`src/hdl/sttd_pkg.sv`:
```
// Shared types and constants for the sorted timestamp table
package sttd_pkg;

  // Timestamp and window width, microseconds
  localparam int STAMP_W = 52;

  // Width of the count fields on the result ports
  localparam int OUT_CNT_W = 7;

  // Window value after reset: two seconds
  localparam logic [STAMP_W-1:0] WINDOW_RESET = 52'd2000000;

  // Commands from the controller to the datapath
  typedef struct packed {
    logic start_scan;  // latch the item, clear scan state
    logic scan_en;     // step the proximity / insert-point scan
    logic shift_init;  // load the shift pointer with the fill count
    logic shift_en;    // step the move of later entries
    logic write_key;   // store the key at the insert point, bump the count
    logic finish;      // register the result and strobe it
  } sttd_cmd_t;

  // Status from the datapath to the controller
  typedef struct packed {
    logic scan_done;   // every stored entry compared
    logic shift_done;  // every later entry moved up
    logic near;        // a stored entry lies inside the window
    logic is_add;      // current item is an add
    logic full;        // table holds CAPACITY entries
  } sttd_status_t;

endpackage

```
`src/hdl/sttd_ram.sv`:
```
// Simple dual-port RAM: one write port, one read port, registered read
module sttd_ram #(
  parameter int WIDTH = 52,
  parameter int DEPTH = 64
) (
  input  logic                     clk,
  input  logic                     we,
  input  logic [$clog2(DEPTH)-1:0] waddr,
  input  logic [WIDTH-1:0]         wdata,
  input  logic [$clog2(DEPTH)-1:0] raddr,
  output logic [WIDTH-1:0]         rdata
);

  logic [WIDTH-1:0] mem [DEPTH];

  // Write port
  always_ff @(posedge clk) begin
    if (we) begin
      mem[waddr] <= wdata;
    end
  end

  // Read port, registered
  always_ff @(posedge clk) begin
    rdata <= mem[raddr];
  end

endmodule

```
`src/hdl/sttd_ctrl.sv`:
```
// Controller: sequences scan, shift, insert and result per item
module sttd_ctrl
  import sttd_pkg::*;
(
  input  logic         clk,
  input  logic         rst,
  input  logic         start,
  input  sttd_status_t st,
  output sttd_cmd_t    cmd,
  output logic         busy
);

  typedef enum logic [3:0] {
    ST_IDLE   = 4'b0001,
    ST_SCAN   = 4'b0010,
    ST_SHIFT  = 4'b0100,
    ST_FINISH = 4'b1000
  } state_t;

  state_t state;
  state_t state_next;

  // State register
  always_ff @(posedge clk) begin
    if (rst) begin
      state <= ST_IDLE;
    end else begin
      state <= state_next;
    end
  end

  // Next state and commands
  always_comb begin
    state_next = state;
    cmd        = '0;
    unique case (state)
      ST_IDLE: begin
        if (start) begin
          cmd.start_scan = 1'b1;
          state_next     = ST_SCAN;
        end
      end
      ST_SCAN: begin
        cmd.scan_en = 1'b1;
        if (st.scan_done) begin
          if (st.is_add && !st.near && !st.full) begin
            cmd.shift_init = 1'b1;
            state_next     = ST_SHIFT;
          end else begin
            // check item, near hit or full table: state untouched
            cmd.finish = 1'b1;
            state_next = ST_IDLE;
          end
        end
      end
      ST_SHIFT: begin
        cmd.shift_en = 1'b1;
        if (st.shift_done) begin
          cmd.write_key = 1'b1;
          state_next    = ST_FINISH;
        end
      end
      ST_FINISH: begin
        cmd.finish = 1'b1;
        state_next = ST_IDLE;
      end
      default: begin
        state_next = ST_IDLE;
      end
    endcase
  end

  assign busy = (state != ST_IDLE);

endmodule

```
`src/hdl/sttd_dpath.sv`:
```
// Datapath: stamp RAM, window register, scan and shift pointers, result
module sttd_dpath
  import sttd_pkg::*;
#(
  parameter int CAPACITY = 64
) (
  input  logic                 clk,
  input  logic                 rst,
  input  sttd_cmd_t            cmd,
  output sttd_status_t         st,
  input  logic                 kind,
  input  logic [STAMP_W-1:0]   stamp,
  input  logic                 cfg_valid,
  input  logic [STAMP_W-1:0]   cfg_data,
  output logic                 done,
  output logic                 near_found,
  output logic                 inserted,
  output logic [OUT_CNT_W-1:0] slot_number,
  output logic [OUT_CNT_W-1:0] entry_total,
  output logic                 table_full
);

  localparam int IDX_W = $clog2(CAPACITY);
  localparam int CNT_W = $clog2(CAPACITY + 1);
  localparam logic [CNT_W-1:0] CAP_CNT = CNT_W'(CAPACITY);
  localparam logic [CNT_W-1:0] ONE     = CNT_W'(1);

  // Control state
  logic [CNT_W-1:0]   fill_count;
  logic [STAMP_W-1:0] near_window;
  logic [CNT_W-1:0]   scan_cnt;
  logic               cmp_valid;
  logic               near;
  logic [CNT_W-1:0]   pos;
  logic               ins;
  logic [CNT_W-1:0]   sh_dst;
  logic               wr_pending;
  logic [IDX_W-1:0]   wr_addr;

  // Item held for the whole transaction
  logic               item_kind;
  logic [STAMP_W-1:0] item_stamp;

  // RAM port signals
  logic               ram_we;
  logic [IDX_W-1:0]   ram_waddr;
  logic [STAMP_W-1:0] ram_wdata;
  logic [IDX_W-1:0]   ram_raddr;
  logic [STAMP_W-1:0] ram_rdata;

  // Compare and step logic
  logic               scan_rd;
  logic               sh_mv;
  logic [CNT_W-1:0]   sh_dst_m1;
  logic [STAMP_W:0]   diff;
  logic               rdata_lt;
  logic [STAMP_W-1:0] abs_diff;
  logic               is_near;
  logic               le_key;
  logic [CNT_W-1:0]   slot_val;
  logic [CNT_W+6:0]   slot_ext;
  logic [CNT_W+6:0]   fill_ext;

  sttd_ram #(
    .WIDTH (STAMP_W),
    .DEPTH (CAPACITY)
  ) u_ram (
    .clk   (clk),
    .we    (ram_we),
    .waddr (ram_waddr),
    .wdata (ram_wdata),
    .raddr (ram_raddr),
    .rdata (ram_rdata)
  );

  // Read address: shift reads entry below the destination, scan walks upward
  assign scan_rd   = cmd.scan_en && (scan_cnt != fill_count);
  assign sh_mv     = cmd.shift_en && (sh_dst != pos);
  assign sh_dst_m1 = sh_dst - ONE;
  assign ram_raddr = sh_mv ? sh_dst_m1[IDX_W-1:0] : scan_cnt[IDX_W-1:0];

  // Write port: moved entry in the cycle after its read, else the new key
  always_comb begin
    ram_we    = 1'b0;
    ram_waddr = pos[IDX_W-1:0];
    ram_wdata = item_stamp;
    priority if (wr_pending) begin
      ram_we    = 1'b1;
      ram_waddr = wr_addr;
      ram_wdata = ram_rdata;
    end else if (cmd.write_key) begin
      ram_we    = 1'b1;
    end
  end

  // Distance between the entry read and the key
  assign diff     = {1'b0, ram_rdata} - {1'b0, item_stamp};
  assign rdata_lt = diff[STAMP_W];
  assign abs_diff = rdata_lt ? (item_stamp - ram_rdata) : diff[STAMP_W-1:0];
  assign is_near  = (abs_diff <= near_window);
  assign le_key   = rdata_lt || (diff == '0);

  // Control registers
  always_ff @(posedge clk) begin
    if (rst) begin
      fill_count  <= '0;
      near_window <= WINDOW_RESET;
      scan_cnt    <= '0;
      cmp_valid   <= 1'b0;
      near        <= 1'b0;
      pos         <= '0;
      ins         <= 1'b0;
      sh_dst      <= '0;
      wr_pending  <= 1'b0;
      wr_addr     <= '0;
      done        <= 1'b0;
    end else begin
      if (cfg_valid) begin
        near_window <= cfg_data;
      end
      // scan: read pipeline plus compare in the cycle after each read
      if (cmd.start_scan) begin
        scan_cnt  <= '0;
        cmp_valid <= 1'b0;
        near      <= 1'b0;
        pos       <= '0;
        ins       <= 1'b0;
      end else if (cmd.scan_en) begin
        if (scan_rd) begin
          scan_cnt <= scan_cnt + ONE;
        end
        cmp_valid <= scan_rd;
        if (cmp_valid) begin
          if (is_near) begin
            near <= 1'b1;
          end
          // sorted table: entries not above the key form a prefix
          if (le_key) begin
            pos <= pos + ONE;
          end
        end
      end
      // shift: move entries from the top down to the insert point
      if (cmd.shift_init) begin
        sh_dst     <= fill_count;
        wr_pending <= 1'b0;
      end else if (cmd.shift_en) begin
        if (sh_mv) begin
          sh_dst  <= sh_dst_m1;
          wr_addr <= sh_dst[IDX_W-1:0];
        end
        wr_pending <= sh_mv;
      end
      if (cmd.write_key) begin
        fill_count <= fill_count + ONE;
        ins        <= 1'b1;
      end
      done <= cmd.finish;
    end
  end

  // Item capture
  always_ff @(posedge clk) begin
    if (cmd.start_scan) begin
      item_kind  <= kind;
      item_stamp <= stamp;
    end
  end

  // Result fields, cut to the port width
  assign slot_val = pos + ONE;
  assign slot_ext = {7'b0, slot_val};
  assign fill_ext = {7'b0, fill_count};

  always_ff @(posedge clk) begin
    if (cmd.finish) begin
      near_found  <= near;
      inserted    <= ins;
      slot_number <= ins ? slot_ext[OUT_CNT_W-1:0] : '0;
      entry_total <= fill_ext[OUT_CNT_W-1:0];
      table_full  <= item_kind && !near && !ins;
    end
  end

  // Status
  assign st.scan_done  = (scan_cnt == fill_count) && !cmp_valid;
  assign st.shift_done = (sh_dst == pos) && !wr_pending;
  assign st.near       = near;
  assign st.is_add     = item_kind;
  assign st.full       = (fill_count == CAP_CNT);

endmodule

```
`src/hdl/sorted_timestamp_table_dedup_core.sv`:
```
// Sorted timestamp table with near-duplicate rejection. An item is taken
// when start is high and busy is low; busy stays high until the item is
// finished, and its result then appears on the result ports for exactly one
// cycle with done high. The receiver cannot stall: sample the result in the
// cycle done is high. The scan reads the N stored entries, one RAM read per
// cycle, and compares each entry in the cycle after its read; a check item,
// or an add that finds a near entry or a full table, then finishes. An add
// that inserts at 0-based position P then moves the N - P later entries up
// through the single RAM write port, writes the key and then registers the
// result. A new item may be started in the cycle done is high. The window
// register is written over the cfg channel, which is always ready; write it
// only while the block is idle.
module sorted_timestamp_table_dedup_core
  import sttd_pkg::*;
#(
  parameter int CAPACITY = 64
) (
  input  logic                 clk,
  input  logic                 rst,
  input  logic                 start,
  output logic                 busy,
  input  logic                 kind,
  input  logic [STAMP_W-1:0]   stamp,
  output logic                 done,
  output logic                 near_found,
  output logic                 inserted,
  output logic [OUT_CNT_W-1:0] slot_number,
  output logic [OUT_CNT_W-1:0] entry_total,
  output logic                 table_full,
  input  logic                 cfg_valid,
  output logic                 cfg_ready,
  input  logic [STAMP_W-1:0]   cfg_data
);

  sttd_cmd_t    cmd;
  sttd_status_t st;

  // Sequencer
  sttd_ctrl u_ctrl (
    .clk   (clk),
    .rst   (rst),
    .start (start),
    .st    (st),
    .cmd   (cmd),
    .busy  (busy)
  );

  // Storage, compare and result
  sttd_dpath #(
    .CAPACITY (CAPACITY)
  ) u_dpath (
    .clk         (clk),
    .rst         (rst),
    .cmd         (cmd),
    .st          (st),
    .kind        (kind),
    .stamp       (stamp),
    .cfg_valid   (cfg_valid),
    .cfg_data    (cfg_data),
    .done        (done),
    .near_found  (near_found),
    .inserted    (inserted),
    .slot_number (slot_number),
    .entry_total (entry_total),
    .table_full  (table_full)
  );

  // Window register takes a write in any cycle
  assign cfg_ready = 1'b1;

endmodule

```
`config.mk`:
```
export PLATFORM = sky130hd
export DESIGN_NAME = sorted_timestamp_table_dedup_core
export DESIGN_NICKNAME = d
export VERILOG_FILES = /design/src/hdl/sttd_pkg.sv /design/src/hdl/sttd_ram.sv /design/src/hdl/sttd_ctrl.sv /design/src/hdl/sttd_dpath.sv /design/src/hdl/sorted_timestamp_table_dedup_core.sv
export SDC_FILE = /design/constraint.sdc
export NUM_CORES = 2
export LEC_CHECK = 0
export BUFFER_PORTS_ARGS = -buffer_cell sky130_fd_sc_hd__buf_2
export CORE_AREA = 2 2 596 746
export CTS_BUF_LIST = sky130_fd_sc_hd__clkbuf_2
export DETAILED_ROUTE_END_ITERATION = 7
export DIE_AREA = 0 0 598 748
export GPL_ROUTABILITY_DRIVEN = 0
export PLACE_DENSITY = 0.43
export SLEW_MARGIN = 20
export SYNTH_ARGS = -nofsm -noshare
export SYNTH_HDL_FRONTEND = slang
export SYNTH_SLANG_ARGS = --single-unit
```
`constraint.sdc`:
```
create_clock -name clk -period 8.2 [get_ports clk]
set_input_delay 0.82 -clock clk [delete_from_list [all_inputs] [get_ports clk]]
set_output_delay 0.82 -clock clk [all_outputs]
set_load 0.01 [all_outputs]
```
# Yosys cells after proc, flatten, opt, wreduce, memory -nomap -nowiden
# Memories as Yosys holds them, arrays and structs flattened. A register that Yosys moved wholly into a read port is not among the register bits.
# Cells that the tools add are included.
[classes] reduce_logical=25 magnitude_cmp=1 n_mux=28 n_eq_ne=13 addsub=6 bitwise_logic=1
[op_table] op="2-to-1 mux 52 bit" n=2
[op_table] op="zero test 53 bit" n=1
[op_table] op="subtractor 52 x 52 -> 53 bit" n=1
[op_table] op="<= comparator 52 bit" n=1
[op_table] op="subtractor 52 bit" n=1
[op_table] op="adder 7 x 1 -> 7 bit (second input constant)" n=3
[op_table] op="2-to-1 mux 7 bit" n=3
[op_table] op="== test 7 bit" n=2
[op_table] op="!= test 7 bit" n=2
[op_table] op="2-to-1 mux 1 bit" n=13
[op_table] op="2-to-1 mux 4 bit" n=3
[op_table] op="2-to-1 mux 6 bit" n=2
[op_table] op="one-hot mux 4 bit (3 select lines)" n=1
[op_table] op="AND reduction 3 bit" n=4
[op_table] op="== test 7 bit (second input constant)" n=1
[op_table] op="logical AND 1 bit" n=7
[op_table] op="subtractor 7 x 1 -> 7 bit (second input constant)" n=1
[op_table] op="!= test 2 bit (second input constant)" n=3
[op_table] op="nonzero test 2 bit" n=3
[op_table] op="zero test 1 bit" n=5
[op_table] op="== test 4 x 1 -> 1 bit (second input constant)" n=1
[op_table] op="== test 4 x 2 -> 1 bit (second input constant)" n=1
[op_table] op="== test 4 x 3 -> 1 bit (second input constant)" n=1
[op_table] op="== test 4 bit (second input constant)" n=1
[op_table] op="8 further kinds" n=11
[word_totals] ff_bits=165 mem_bits_rw=3328 n_memories=1 wordCells=94 out_inout_bits=20
[mem_list] memory="u_dpath.u_ram.mem" words=64 word_bits=52 read_ports=1 rd_ports_with_merged_regs=1 wr=1 line_no="sttd_ram.sv:14" source="logic [WIDTH-1:0] mem [DEPTH];"

# Depth between registers and ports, before layout
[logic_depth] depth_word=8 mapped_depth=30 depth_no_buf=27

# Cells and area by module
# Synthesis repeated with hierarchy kept, for this count alone.
[hier_totals] cells_unflattened=7429 hier_area_um2=142554.2
[modules_own_cells] mod="sttd_ram" cells_per_inst=5410 n_inst=1 area_per_inst_um2=126924.2
[modules_own_cells] mod="sttd_dpath" cells_per_inst=1985 n_inst=1 area_per_inst_um2=15332.2
[modules_own_cells] mod="sttd_ctrl" cells_per_inst=32 n_inst=1 area_per_inst_um2=286.5
[modules_own_cells] mod="sorted_timestamp_table_dedup_core" cells_per_inst=2 n_inst=1 area_per_inst_um2=11.3

# Worst setup path after synthesis
# OpenSTA, ideal clock, no wires.
[synth_path] kind="reg-to-reg" from="reg u_dpath.sh_dst[3]" to="mem u_dpath.u_ram.mem[57][0] (enable)" arrival_time_ns=5.504 path_stages_with_launch=11 slack_ns=2.171 required_time_ns=7.674 cell_sequence="dfxtp_1 clkbuf_1 xor2_1 nor4_1 nand4_1 nand2b_1 nor2_1 inv_1 o22ai_1 nand2_1 nor3_1"
[synth_between] elab_chain_len=8
[synth_lines] element="from (decl)" line_no="sttd_dpath.sv:36" source="logic [CNT_W-1:0] sh_dst;"
[synth_lines] element="from (signal assigned)" line_no="sttd_dpath.sv:145" source="sh_dst <= fill_count;"
[synth_lines] element="from (signal assigned)" line_no="sttd_dpath.sv:149" source="sh_dst <= sh_dst_m1;"
[synth_lines] element="== test 7 bit" line_no="sttd_dpath.sv:187" source="assign st.shift_done = (sh_dst == pos) && !wr_pending;"
[synth_lines] element="logical AND 1 bit" line_no="sttd_dpath.sv:187"
[synth_lines] element="2-to-1 mux 1 bit" line_no="sttd_ctrl.sv:58" source="if (st.shift_done) begin"
[synth_lines] element="2-to-1 mux 2 bit" line_no="sttd_ctrl.sv:36" source="unique case (state)"
[synth_lines] element="2-to-1 mux 1 bit" line_no="sttd_dpath.sv:91" source="end else if (cmd.write_key) begin"
[synth_lines] element="2-to-1 mux 1 bit" line_no="sttd_dpath.sv:87" source="priority if (wr_pending) begin"
[synth_lines] element="2-to-1 mux 1 bit" line_no="sttd_ram.sv:18" source="if (we) begin"
[synth_lines] element="2-to-1 mux 1 bit (not written as such)" line_no="sttd_ram.sv:19" source="mem[waddr] <= wdata;"
[synth_lines] element="to (decl)" line_no="sttd_ram.sv:14"
# No other way between the ends.

# Worst setup path after layout
[layout_path] from="reg u_dpath.u_ram.rdata[30], read port of u_dpath.u_ram.mem" to="reg u_dpath.near"
[layout_between] elab_chain_len=4
[layout_lines] element="from (decl)" line_no="sttd_ram.sv:11" source="output logic [WIDTH-1:0] rdata"
[layout_lines] element="subtractor 52 x 52 -> 53 bit or subtractor 52 bit (tied branches)" line_no="sttd_dpath.sv:97, sttd_dpath.sv:99"
[layout_lines] element="2-to-1 mux 52 bit *" line_no="sttd_dpath.sv:99" source="assign abs_diff = rdata_lt ? (item_stamp - ram_rdata) : diff[STAMP_W-1:0];"
[layout_lines] element="<= comparator 52 bit *" line_no="sttd_dpath.sv:100" source="assign is_near = (abs_diff <= near_window);"
[layout_lines] element="AND reduction 3 bit (no source line) *"
[layout_lines] element="to (signal assigned)" line_no="sttd_dpath.sv:110" source="near <= 1'b0;"
[layout_lines] element="to (signal assigned)" line_no="sttd_dpath.sv:125" source="near <= 1'b0;"
[layout_lines] element="to (signal assigned)" line_no="sttd_dpath.sv:135" source="near <= 1'b1;"
[layout_lines] element="to (decl)" line_no="sttd_dpath.sv:33" source="logic near;"
# Every way passes the cells marked *; elsewhere a longest branch is shown, timed or not.
# A chain may end at the register's enable or synchronous reset.

==> summary.txt <==
Status
  • Status: finished clean

Clock network
  • Total CTS buffers: 863
  • Post-CTS sizing: 0
  • Clock sinks: 3545
  • Worst-path clk slew: 110 ps
  • Skew-Pair Late Insertion Delay: 2420 ps
  • CTS HTree Levels: 6
  • Max Buffers Root-to-Sink: 4
  • CTS tree: done
  • Clock Tree Root: clkbuf_2

Worst setup path
  • CP max stage cell: or2_2
  • Crit path arrival time: 9420 ps
  • FF-to-FF Start: u_dpath.u_ram.rdata[30]
  • Crit-path max FO: 36
  • WP depth: 22
  • Worst setup EP type: flop
  • Worst endpoint required time: 10470 ps
  • R2R setup slack: 1060 ps
  • Setup crit end: u_dpath.near
  • Worst Path Buf+Inv: 1
  • Critical path startpoint category: flop
  • Crit-path cells: inv_1 > ha_1 > and4_1 > nand3_1 > or3_1 > o32ai_2 > o21ai_1 > a31o_2 > a21oi_2 > or2_2 > o21ai_0 > o221ai_1 > xor2_1 > ha_1 > nor2b_1 > o21ai_0 > nand2b_1 > a21o_1 > a21oi_1 > o311ai_0 > a21oi_1 > o31a_1
  • Reg2reg end: u_dpath.near
  • CP startpoint: u_dpath.u_ram.rdata[30]
  • CP top delay family: compound AO/OA/AOI/OAI gates
  • CP max stage delay: 820 ps
  • Worst Reg-to-Reg Cells: 22
  • Critical path class: flop to flop

Floorplanning
  • Initial Utilization: 32.9%
  • Core Area: 0.441 mm2
  • Chip width: 598 um
  • Row cnt: 273
  • Ports: 129
  • Die Y: 748 um
  • Die ar.: 0.447 mm2

Timing
  • Worst slew pin tran: 1210 ps
  • Final hold violation count: 0
  • Final setup viols: 0
  • Clock Skew: 209 ps
  • Setup_tns: 0 ps
  • RSZ-0062 raised after global routing: false
  • Relative slew slack: 19.0%
  • Final slew viol count: 0
  • Crit share post-route: 87.1%
  • Crit path time final: 7140 ps
  • FMAX: 140 MHz

Detailed routing
  • Iteration-0 DRC Markers: 7123
  • Pre-Repair DR Iteration Count: 6
  • DRC errors left: 0
  • Via Count: 78065
  • Vias/cell: 5.17
  • Post-route ant nets: 0
  • Final wirelength: 457000 um
  • WL per Instance: 30.3 um

Synth
  • Synth top area cells: edfxtp_1, mux4_2, mux2i_1, dfxtp_1, ha_1
  • Synthesized area per cell: 19.7 um2
  • Mapped Cells: 7353
  • Cell taking the most area after synthesis: edfxtp_1
  • Post-Synthesis Cell Area: 0.145 mm2
  • Share of the synthesized area in the top cell type: 70.4%
  • Asr flop ratio synth: 0%
  • Syn_nets: 7624
  • Ys Warns: 0
  • Yosys cell types: 93
  • Sequential fraction of the synthesis area: 72.5%
  • Post-synth EDFFs: 3398
  • Synth Register Bits: 3545
  • Synth Flop Type: edfxtp_1

Final layout
  • Area growth from synthesis to layout: 15.5%
  • Most common cell after layout, fill and taps aside: edfxtp_1
  • Register area: 0.105 mm2
  • Share of cells above drive strength 1: 29.1%
  • Multi-input gate area: 0.0386 mm2
  • Most frequent cells in the layout: edfxtp_1, clkbuf_2, mux2i_1
  • FILL cells: 40815
  • Final net count: 8897
  • Fin util: 38.0%

GRT
  • Overflow after GRT: 0
  • Initial antenna violation count: 26
  • Vias in the first global route: 82960
  • Tot GR Track Use: 20.1%
  • First-pass GRT wire length: 637000 um
  • Largest net degree at the start of global routing: 85

Power
  • VDD IR max: 140 uV
  • PD cells: 200 mW/mm2
  • Lkg Pwr: 60.4 nW

Placement
  • Hpwl dp: 253000 um
  • IO Port Bufs: 127

Worst hold path
  • HP Class: primary input to flop

Job
  • MaxCap Viol Count: 0
-- cell type report --
type / count / area share [%]
Antenna cell: 24 / 0.0359
Clock buffer: 1237 / 3.70
Clock inverter: 297 / 1.05
Inverter: 196 / 0.440
Multi-Input combinational cell: 3235 / 23.1
Sequential cell: 3545 / 62.7
Tap cell: 5775 / 4.32
Timing Repair Buffer: 785 / 4.63
-- per-layer routing --
layer,global-route usage [%],share of wire [%]
met3,3.12,4.7
met4,5.74,2.6
met5,0,0.019
met1,25.8,42
met2,35.2,51
-- worst min-delay path by stage --
stage	from	endpoint	slack (ps)	depth (start not counted)
3_5_place_dp	u_dpath.wr_addr[0]	u_dpath.wr_addr[0]	460	2
6_report	stamp[5]	u_dpath.item_stamp[5]	360	4
2_1_floorplan	u_dpath.fill_count[2]	u_dpath.entry_total[2]	410	0
4_1_cts	stamp[22]	u_dpath.item_stamp[22]	2	4
3_3_place_gp	u_dpath.wr_addr[0]	u_dpath.wr_addr[0]	460	2
5_1_grt	stamp[4]	u_dpath.item_stamp[4]	120	4
-- registers in the layout, summed over array words and instances, names as in the netlist --
register             count
u_dpath.near_found       1
u_dpath.done             1
u_dpath.entry_total      7
u_dpath.pos              7
u_dpath.fill_count       7
u_ctrl.state             4
u_dpath.inserted         1
u_dpath.table_full       1
u_dpath.ins              1
u_dpath.item_kind        1
u_dpath.cmp_valid        1
u_dpath.scan_cnt         7
u_dpath.near             1
u_dpath.u_ram.mem     3328
u_dpath.u_ram.rdata     52
u_dpath.wr_pending       1
u_dpath.wr_addr          6
u_dpath.slot_number      7
u_dpath.item_stamp      52
u_dpath.sh_dst           7
u_dpath.near_window     52
-- through the flow --
step / area, um2 / hold slack (ps) / instances / setup slack (ps) / total power [mW]
after detailed placement: 155000 / 459 / 13130 / 1290 / 21.7
after CTS: 167000 / 1.64 / 15070 / 1260 / 34.0
final: 167000 / 362 / 15094 / 1060 / 33.5
after floorplan: 145000 / 406 / 7353 / 2170 / 21.2
after global placement: 155000 / 455 / 13123 / 1350 / 21.7
after global routing: 167000 / 120 / 15079 / 717 / 35.0
-- worst register-to-register path: stages, from the launching register on --
cell and delay, ps:
dfxtp_1 370, inv_1 60, ha_1 730, and4_1 420
nand3_1 260, or3_1 460, o32ai_2 340, o21ai_1 200
a31o_2 280, a21oi_2 410, or2_2 820, o21ai_0 430
o221ai_1 320, xor2_1 140, ha_1 320, nor2b_1 120
o21ai_0 80, nand2b_1 80, a21o_1 110, a21oi_1 70
o311ai_0 670, a21oi_1 80, o31a_1 300
-- cell usage after synthesis (18+ instances only) --
library cell     n
xnor2_1         63
ha_1           160
and2_1          21
edfxtp_1      3398
clkbuf_1       124
o211ai_1        25
buf_4           20
a21oi_1        165
nand4_1         48
a211oi_1        20
o21ai_0        141
nor2_1         235
buf_2          147
nor3_1          32
a21o_1          64
dfxtp_1        147
xor2_1          48
mux4_2         832
nor2b_1         18
buf_1           84
o21a_1          21
nand2_1        198
mux2i_1        859
inv_1          195
o21bai_1        28
-- cell families (layout without fill, tap and decap cells) --
group / Yosys count / after routing / share of synthesized area [%]
DFF: 3545 / 3545 / 72.5
AOI/OAI and AO/OA: 588 / 588 / 2.64
adders and majority gates: 162 / 162 / 1.41
xor gates and xnor gates: 111 / 111 / 0.671
and+or+nand+nor: 673 / 673 / 2.20
other: 1 / 25 / 0.00259
muxes: 1700 / 1700 / 18.9
buffers and inverters: 573 / 2515 / 1.67
-- what timing repair did --
| item | CTS | global route |
|---|---|---|
| endpoints found under the setup margin | 0 | 0 |
| setup buffers | 0 | 0 |
| hold buffers | 406 | 0 |
| hold endpoints to repair | 201 | 0 |
-- report_power, final --
group	internal [mW]	switching, mW	total (mW)
logic	0.482	0.994	1.48
registers	20.0	0.0247	20.0
clock network	4.69	7.32	12.0
No activity file was read; power rests on OpenSTA's default activity.
